==> src/hw/rtl/sbt_pkg.sv <==
// sbt_pkg: shared widths, operation and status codes and the cell control type
// for the sorted bound table. No dependencies.
`default_nettype none

package sbt_pkg;

   localparam int FuncWidth      = 2;
   localparam int BoundWidth     = 63;
   localparam int KeyWidth       = 64;
   localparam int IndexPortWidth = 16;
   localparam int StatusWidth    = 2;
   localparam int PositionWidth  = 8;
   localparam int CountWidth     = 9;

   localparam int DefTableDepth  = 256;
   localparam int DefIndexWidth  = 16;

   localparam logic [FuncWidth-1:0] FN_ADD  = 2'd0;
   localparam logic [FuncWidth-1:0] FN_FIND = 2'd1;
   localparam logic [FuncWidth-1:0] FN_NEXT = 2'd2;

   localparam logic [StatusWidth-1:0] ST_OK   = 2'd0;
   localparam logic [StatusWidth-1:0] ST_NONE = 2'd1;
   localparam logic [StatusWidth-1:0] ST_FULL = 2'd2;

   typedef struct packed {
      logic                compare;
      logic                neighbor;
      logic                insert;
      logic [KeyWidth-1:0] key;
   } sbt_cell_ctl_type;

endpackage

`default_nettype wire

==> src/hw/rtl/sbt_cell.sv <==
// sbt_cell: one table slot holding a key and entry index, with its compare
// flags; on insert it takes the new entry or its left neighbor's data. Depends on sbt_pkg.
`default_nettype none

module sbt_cell #(
   parameter int TABLE_DEPTH = sbt_pkg::DefTableDepth,
   parameter int INDEX_WIDTH = sbt_pkg::DefIndexWidth,
   parameter int POS         = 0
) (
   input  wire                                clock,
   input  sbt_pkg::sbt_cell_ctl_type          ctl,
   input  wire [INDEX_WIDTH-1:0]              new_idx,
   input  wire [$clog2(TABLE_DEPTH):0]        fill,
   input  wire [sbt_pkg::KeyWidth-1:0]        prev_key,
   input  wire [INDEX_WIDTH-1:0]              prev_idx,
   input  wire                                prev_less,
   output logic [sbt_pkg::KeyWidth-1:0]       key_out,
   output logic [INDEX_WIDTH-1:0]             idx_out,
   output logic                               less_out,
   output logic                               eq_out
);
   import sbt_pkg::*;

   localparam int CNT_W = $clog2(TABLE_DEPTH) + 1;
   localparam logic [CNT_W-1:0] PosValue = CNT_W'(POS);

   logic [KeyWidth-1:0]    key_ff, key_in;
   logic [INDEX_WIDTH-1:0] idx_ff, idx_in;
   logic                   less_ff, less_in;
   logic                   eq_ff, eq_in;
   logic                   occupied;

   assign occupied = fill > PosValue;

   always_comb begin
      key_in  = key_ff;
      idx_in  = idx_ff;
      less_in = less_ff;
      eq_in   = eq_ff;
      if (ctl.compare) begin
         less_in = occupied && ($signed(key_ff) < $signed(ctl.key));
         eq_in   = ctl.neighbor ? (key_ff == prev_key) : (key_ff == ctl.key);
      end
      if (ctl.insert && !less_ff) begin
         if (prev_less) begin
            key_in = ctl.key;
            idx_in = new_idx;
         end else begin
            key_in = prev_key;
            idx_in = prev_idx;
         end
      end
   end

   always_ff @(posedge clock) begin
      key_ff  <= key_in;
      idx_ff  <= idx_in;
      less_ff <= less_in;
      eq_ff   <= eq_in;
   end

   assign key_out  = key_ff;
   assign idx_out  = idx_ff;
   assign less_out = less_ff;
   assign eq_out   = eq_ff;

endmodule

`default_nettype wire

==> config.mk <==
export PLATFORM = sky130hd
export DESIGN_NAME = sbt_cell
export DESIGN_NICKNAME = d
export VERILOG_FILES = /design/src/hw/rtl/sbt_pkg.sv /design/src/hw/rtl/sbt_cell.sv
export SDC_FILE = /design/constraint.sdc
export NUM_CORES = 1
export LEC_CHECK = 0
export BUFFER_PORTS_ARGS = -buffer_cell sky130_fd_sc_hd__buf_2
export CELL_PAD_IN_SITES_DETAIL_PLACEMENT = 0
export CELL_PAD_IN_SITES_GLOBAL_PLACEMENT = 2
export CORE_MARGIN = 5
export CORE_UTILIZATION = 31
export CTS_CLUSTER_SIZE = 16
export DETAILED_ROUTE_END_ITERATION = 10
export PLACE_DENSITY_LB_ADDON = 0.1
export SYNTH_ARGS = -nofsm -noshare
export SYNTH_HDL_FRONTEND = slang
export SYNTH_SLANG_ARGS = --single-unit
==> constraint.sdc <==
create_clock -name clock -period 14.6 [get_ports clock]
set_clock_uncertainty 0.2 [all_clocks]
set_input_delay 2.92 -clock clock [delete_from_list [all_inputs] [get_ports clock]]
set_output_delay 2.92 -clock clock [all_outputs]
set_load 0.03 [all_outputs]
==> impl_metrics.toml, run 1 <==
[routing]
drt_first_pass_iters = 5
drc = 0
final_antenna_net_count = 0
drt_wl_total_um = 20850
vias = 5052
post_drt_wl_per_cell_um = 20.32
vias_per_cell = 4.924
drt_iter0_drc = 279

[logic_synthesis]
synth_cell_types = 37
synth_edf_count = 82
ys_ff_latch = 82
synthCells = 529
synth_area_mm2 = 0.005792
synthFlopType = "edfxtp_1"
yosys_warnings = 0
syn_nets = 767
ys_async_sr_fraction_pct = 0
yosysSeqAreaShare_pct = 42.51
avgSynthCellArea_um2 = 10.95

[critical_path]
worstSetupEndpointType = "flip-flop"
cpMaxStageDelayCell = "nor4_1"
ff2ff_path_depth = 2
rrSetupSlack_ns = 11.89
slowest_delay_ns = 0.63
arrival_ns = 4.75
critPathMostFrequentCell = "nor4_1"
crit_path_start_kind = "primary input"
required_ns = 14.49
worstPathCellList = "buf_2 -> inv_1 -> ha_1 -> nand2_1 -> nor4_1 -> nand3_1 -> a31oi_1 -> nor4_1 -> mux2i_1"
crit_type = "primary input to flip-flop"
worstPathMaxFanout = 3
regToRegStartpoint = "less_out"
r2r_end = "key_out[41]"

[clock_network]
cts.htree.levels = 3
clock_latency_ns = 0.34
clock_path_buffers = 2
root_buffer = "clkbuf_16"
clkTransAtPathRegs_ns = 0.07
post_cts_buffers = 0
cts_resized = 0
cts.sink_count = 82
cts_tree = "built"
cts_made_buffers = 9
hold_buffers = 0

[global_route]
grt-ovfl-total = 0
grt_max_degree = 63
first_global_vias = 5287
grt_util_all_layers_pct = 18.88
antenna_found_initial = 2
grt_pass1_wl_um = 30790

[timing]
worst_pin_slew_ns = 1.135
hold_viol_final = 0
relSlewSlack_pct = 24.15
finalSetupViolCount = 0
fin_tns_setup_ns = 0
period_needed_ns = 4.867
slew_violations = 0
post-route-period-util_pct = 33.34
rsz0062_at_grt = "no"
clock.fmax_ghz = 0.2054

[hold_path]
hold_depth = 1
holdPathEnd = "key_out[58]"
min_path_type = "flip-flop to flip-flop"
hold_start = "less_out"

[final_layout]
utilization_pct = 41.43
diodes = 0
area_delta_synth_final_pct = 32.90
multiInputGateArea_mm2 = 0.002992
seq_area_mm2 = 0.002462
fill_cells = 1876
nNetsFinal = 1025
drive_above_1_share_pct = 43.94

[floorplanning]
initial_core_util_pct = 31.17
coreArea_mm2 = 0.01858
dieArea_mm2 = 0.02152
die_w_um = 146.7
io_pins = 256
rows = 50
dieHeight_um = 146.7

[power]
irDropWorstVdd_v = 0.00005113
power_density_mw_per_mm2 = 97.43
leakage_nw = 3.559
total_power_mw = 0.7499

[run]
timing.max_cap.violations = 0

[placement]
dpl.hpwl_um = 17230
gp_congestion = 0.8283
io_buffer_count = 255

[run_status]
status = "finished clean"
==> worst max-delay path by stage <==
stage                 start         end  slack [ns]  depth (start not counted)
floorplan           ctl[64]  idx_out[0]        7.46                          1
global placement    ctl[64]  idx_out[5]        9.37                          3
detailed placement  ctl[33]    less_out        9.31                          9
CTS                 ctl[64]  idx_out[3]        9.67                          3
global route        ctl[33]    less_out        9.57                          9
finish              ctl[55]    less_out        9.73                          9
==> cells by family (layout without fill, tap and decap cells) <==
kind of cell    count (synthesis)  after routing  share of synthesized area (%)
simple gates                   93             93                          8.490
buf+inv                        92            355                          5.962
flops                          82             82                          42.51
compound gates                 80             80                          8.404
mux                            69             69                          13.39
fa+ha+maj                      64             64                          13.83
xor+xnor                       49             49                          7.410
==> layer usage <==
metal / up-vias / global-route usage, % / routed length (µm)
met1: 2366 / 24.84 / 9118
met5: - / 0 / 34
li1: 2452 / - / -
met4: 4 / 5.033 / 305
met3: 22 / 4.811 / 1554
met2: 208 / 30.95 / 9835
==> synth_stat cells (2+ instances only) <==
cell type | number | area share, %
and4_1 | 2 | 0.30
nand2_1 | 31 | 2.0
nand4_1 | 23 | 2.5
inv_2 | 3 | 0.19
o21ai_0 | 24 | 2.1
a22oi_1 | 2 | 0.26
mux2_2 | 68 | 13
a221oi_1 | 6 | 0.91
ha_1 | 64 | 14
nor2_1 | 6 | 0.39
nor4_1 | 10 | 1.1
nor2b_1 | 3 | 0.32
a21o_1 | 2 | 0.26
xor2_1 | 17 | 2.6
a31oi_1 | 3 | 0.32
nand2b_1 | 5 | 0.54
inv_1 | 79 | 5.1
edfxtp_1 | 82 | 43
a221oi_2 | 2 | 0.52
xnor2_1 | 32 | 4.8
nor3_1 | 4 | 0.35
o22ai_1 | 5 | 0.54
o21ai_1 | 2 | 0.17
a21oi_1 | 27 | 2.3
o2bb2ai_1 | 2 | 0.30
nand3_1 | 6 | 0.52
clkbuf_1 | 9 | 0.58
==> layout by cell type (no fill, tap or decap), types with 2 or more instances in the layout <==
master / instances
inv_2: 3
o21ai_0: 24
o21ai_1: 2
a21oi_1: 27
xor2_1: 17
nand2_1: 31
mux2_2: 68
ha_1: 64
nor4_1: 10
buf_4: 3
inv_6: 3
nand4_1: 23
a22oi_1: 2
bufinv_16: 3
xnor2_1: 32
buf_2: 254
o22ai_1: 5
a221oi_2: 2
nand3_1: 6
nand2b_1: 5
o2bb2ai_1: 2
a21o_1: 2
a221oi_1: 6
nor2_1: 6
and4_1: 2
nor3_1: 4
edfxtp_1: 82
nor2b_1: 2
a31oi_1: 3
inv_1: 79
clkbuf_16: 9
==> layout make-up <==
cell class / count / area share [%]
Timing Repair Buffer: 257 / 16.81
Tap cell: 234 / 3.804
Clock inverter: 7 / 1.609
Inverter: 82 / 3.999
Sequential cell: 82 / 31.99
Multi-Input combinational cell: 355 / 38.87
Clock buffer: 9 / 2.926
==> report_power, final <==
part	internal, mW	total, mW	leakage (nW)	switching [mW]
logic	0.0716	0.179	2.62	0.107
clock network	0.169	0.276	0.167	0.107
registers	0.281	0.295	0.771	0.0142
total	0.522	0.750	3.56	0.228
==> registers in the layout (all words and copies together), names as in the netlist <==
signal	cells
key_out	64
idx_out	16
eq_out	1
less_out	1
==> worst max-delay path: cells and delay by family <==
kind                     cells  cell delay [ns]
adder cells (fa/ha/maj)      1             0.28
AO/OA/AOI/OAI                1             0.23
multiplexers                 1             0.13
AND/OR/NAND/NOR              4             1.06
buffers and inverters        2             0.13
==> per-stage QoR <==
step,instance area [µm²],hold WS [ns],setup WS (ns),std cells
after floorplan,5792,0.7934,7.455,529
after global placement,7348,0.7119,9.371,1010
after detailed placement,7348,0.6832,9.312,1010
after CTS,7697,0.7096,9.668,1026
after global routing,7697,0.7412,9.565,1026
final,7697,0.7161,9.733,1026
Note: power is estimated with default switching activity, not from simulation.
==> run 2, diff against run 1 <==
- ABC_AREA: default -> 1
- CORE_UTILIZATION: 31 -> 27
- clock period: 14.6 -> 4.7 ns (I/O delays scaled with it)
==> run 2 against run 1 <==
Register-to-register slack worse by 9.5 ns. Via count is 8.6% higher. Area after synthesis is 2.5% higher. Critical path type unchanged. Largest power group unchanged. Highest routed layer unchanged.
==> impl_metrics.toml, run 2 <==
[logic_synthesis]
synth_cell_types = 33
avgSynthCellArea_um2 = 8.433
synth_top_family_by_area = "simple AND/OR/NAND/NOR gates"
synth.top_cells.by_area = "edfxtp_1, ha_1, nand2_1, inv_1, o21ai_0"
synthFlopType = "edfxtp_1"
synthCells = 704
yosysSeqAreaShare_pct = 41.48
synthAdderAreaFrac_pct = 13.49
ys_async_sr_fraction_pct = 0
synthMuxAreaShare_pct = 3.035
ys_ff_latch = 82
synth_compound_area_share_pct = 13.72
yosysTopAreaCellShare_pct = 41.48
syn_nets = 942
synth_edf_count = 82
synth.most_common_cell = "nand2_1"
yosys_warnings = 0
synth.largest_area_cell = "edfxtp_1"
yosys-top-cells-count = "nand2_1, inv_1, edfxtp_1"
synth_xor_area_share_pct = 2.508
synth_area_mm2 = 0.005937
synthSimpleGateAreaFrac_pct = 16.80

[global_route]
first_global_vias = 5613
grt_util_all_layers_pct = 16.99
grt-ovfl-total = 0
grt_pass1_wl_um = 31800
antenna_found_initial = 3
grt_max_degree = 86

[placement]
place_area_mm2 = 0.007537
dpl.hpwl_um = 18000
io_buffer_count = 255
gp_congestion = 0.7712

[routing]
drc = 0
drt_iter0_drc = 247
post_drt_wl_per_cell_um = 17.46
vias = 5486
final_antenna_net_count = 0
vias_per_cell = 4.421
drt_wl_total_um = 21670
drt_first_pass_iters = 4

[run_status]
status = "finished clean"

[final_layout]
final_area_mm2 = 0.007823
utilization_pct = 35.96
largest_reg_flops = 64
drive_above_1_share_pct = 31.01
nNetsFinal = 1195
final_common_cell = "buf_2"
area_delta_synth_final_pct = 31.76
final_cell_mix = "buf_2, nand2_1, inv_1, edfxtp_1, ha_1"
diodes = 0

[critical_path]
crit_type = "primary input to flip-flop"
required_ns = 4.60
regToRegStartpoint = "key_out[43]"
crit_path_start_kind = "primary input"
r2r_end = "less_out"
rrSetupSlack_ns = 2.38
worstPathMaxFanout = 2
ff2ff_path_depth = 8
arrival_ns = 2.40
worstSetupEndpointType = "flip-flop"

[run]
timing.max_cap.violations = 0

[floorplanning]
initial_core_util_pct = 27.29
dieArea_mm2 = 0.02505
io_pins = 256
rows = 54
die_w_um = 158.3
coreArea_mm2 = 0.02176
dieHeight_um = 158.3

[clock_network]
clock_latency_ns = 0.35
cts_resized = 0
cts_tree = "built"
post_cts_buffers = 0
hold_buffers = 0
root_buffer = "clkbuf_16"
cts.htree.levels = 3
cts.sink_count = 82
clkTransAtPathRegs_ns = 0.06
clock_path_buffers = 2
cts_made_buffers = 9

[timing]
clock.fmax_ghz = 0.3993
hold_viol_final = 0
rsz0062_at_grt = "no"
post-route-period-util_pct = 53.29
period_needed_ns = 2.505
finalSetupViolCount = 0
relSlewSlack_pct = 40.22
fin_tns_setup_ns = 0
slew_violations = 0
worst_pin_slew_ns = 0.8966

[hold_path]
holdPathEnd = "less_out"
hold_start = "ctl[66]"
hold_depth = 1
min_path_type = "primary input to flip-flop"

[power]
power_density_mw_per_mm2 = 280.1
leakage_nw = 3.875
total_power_mw = 2.191
irDropWorstVdd_v = 0.0001490
-- run 2: power by group --
group          leakage [nW]  internal [mW]  switching [mW]
sequential            0.770          0.872          0.0447
clock                 0.138          0.409           0.316
combinational          2.97          0.204           0.345
-- run 2: logic make-up (layout without fill, tap and decap cells) --
kind of cell               count (synthesis)  in the layout
xor gates and xnor gates                  17             17
and+or+nand+nor                          238            238
muxes                                     16             16
adders and majority gates                 64             64
buffers and inverters                    139            396
AOI/OAI and AO/OA                        148            148
DFF                                       82             82
-- run 2: routing by layer --
metal,track usage [%],routed length (µm),vias to the layer above
li1,-,-,2886
met1,22.99,9795,2412
met2,27.69,10080,166
met3,3.968,1547,16
met4,4.021,210,6
met5,0,28,-
-- run 2: worst max path at each step --
stage	cells after the start	end	start	slack (ns)
6_report	10	less_out	ctl[42]	2.20
5_1_grt	13	less_out	ctl[27]	2.05
4_1_cts	10	less_out	ctl[43]	2.19
3_5_place_dp	10	less_out	ctl[43]	1.82
3_3_place_gp	10	less_out	ctl[42]	1.81
2_1_floorplan	2	idx_out[0]	ctl[64]	1.04
-- run 2: metrics by stage --
step / instances / hold slack, ns / setup slack, ns
floorplan: 704 / 0.7904 / 1.036
global placement: 1226 / 0.7678 / 1.813
detailed placement: 1226 / 0.7715 / 1.822
CTS: 1241 / 0.6123 / 2.191
global route: 1241 / 0.6193 / 2.051
finish: 1241 / 0.6308 / 2.195
-- run 2: cell type report --
cell class | count | area [µm²]
sequential | 82 | 2462
multi-input combinational | 483 | 2949
clock inverter | 5 | 56.30
fill | 2401 | 13930
timing repair buffer | 258 | 1314
inverter | 123 | 461.7
tap | 280 | 350.3
clock buffer | 10 | 229.0
-- run 2: worst max-delay path, cell delays in order --
cell and delay [ns]:
buf_2 0.09, inv_1 0.04, ha_1 0.33, nand4_1 0.12, nor3_2 0.23, nand3_1 0.12, nor3b_2 0.24, nand2_1 0.11
a21oi_1 0.14, nor2_1 0.06
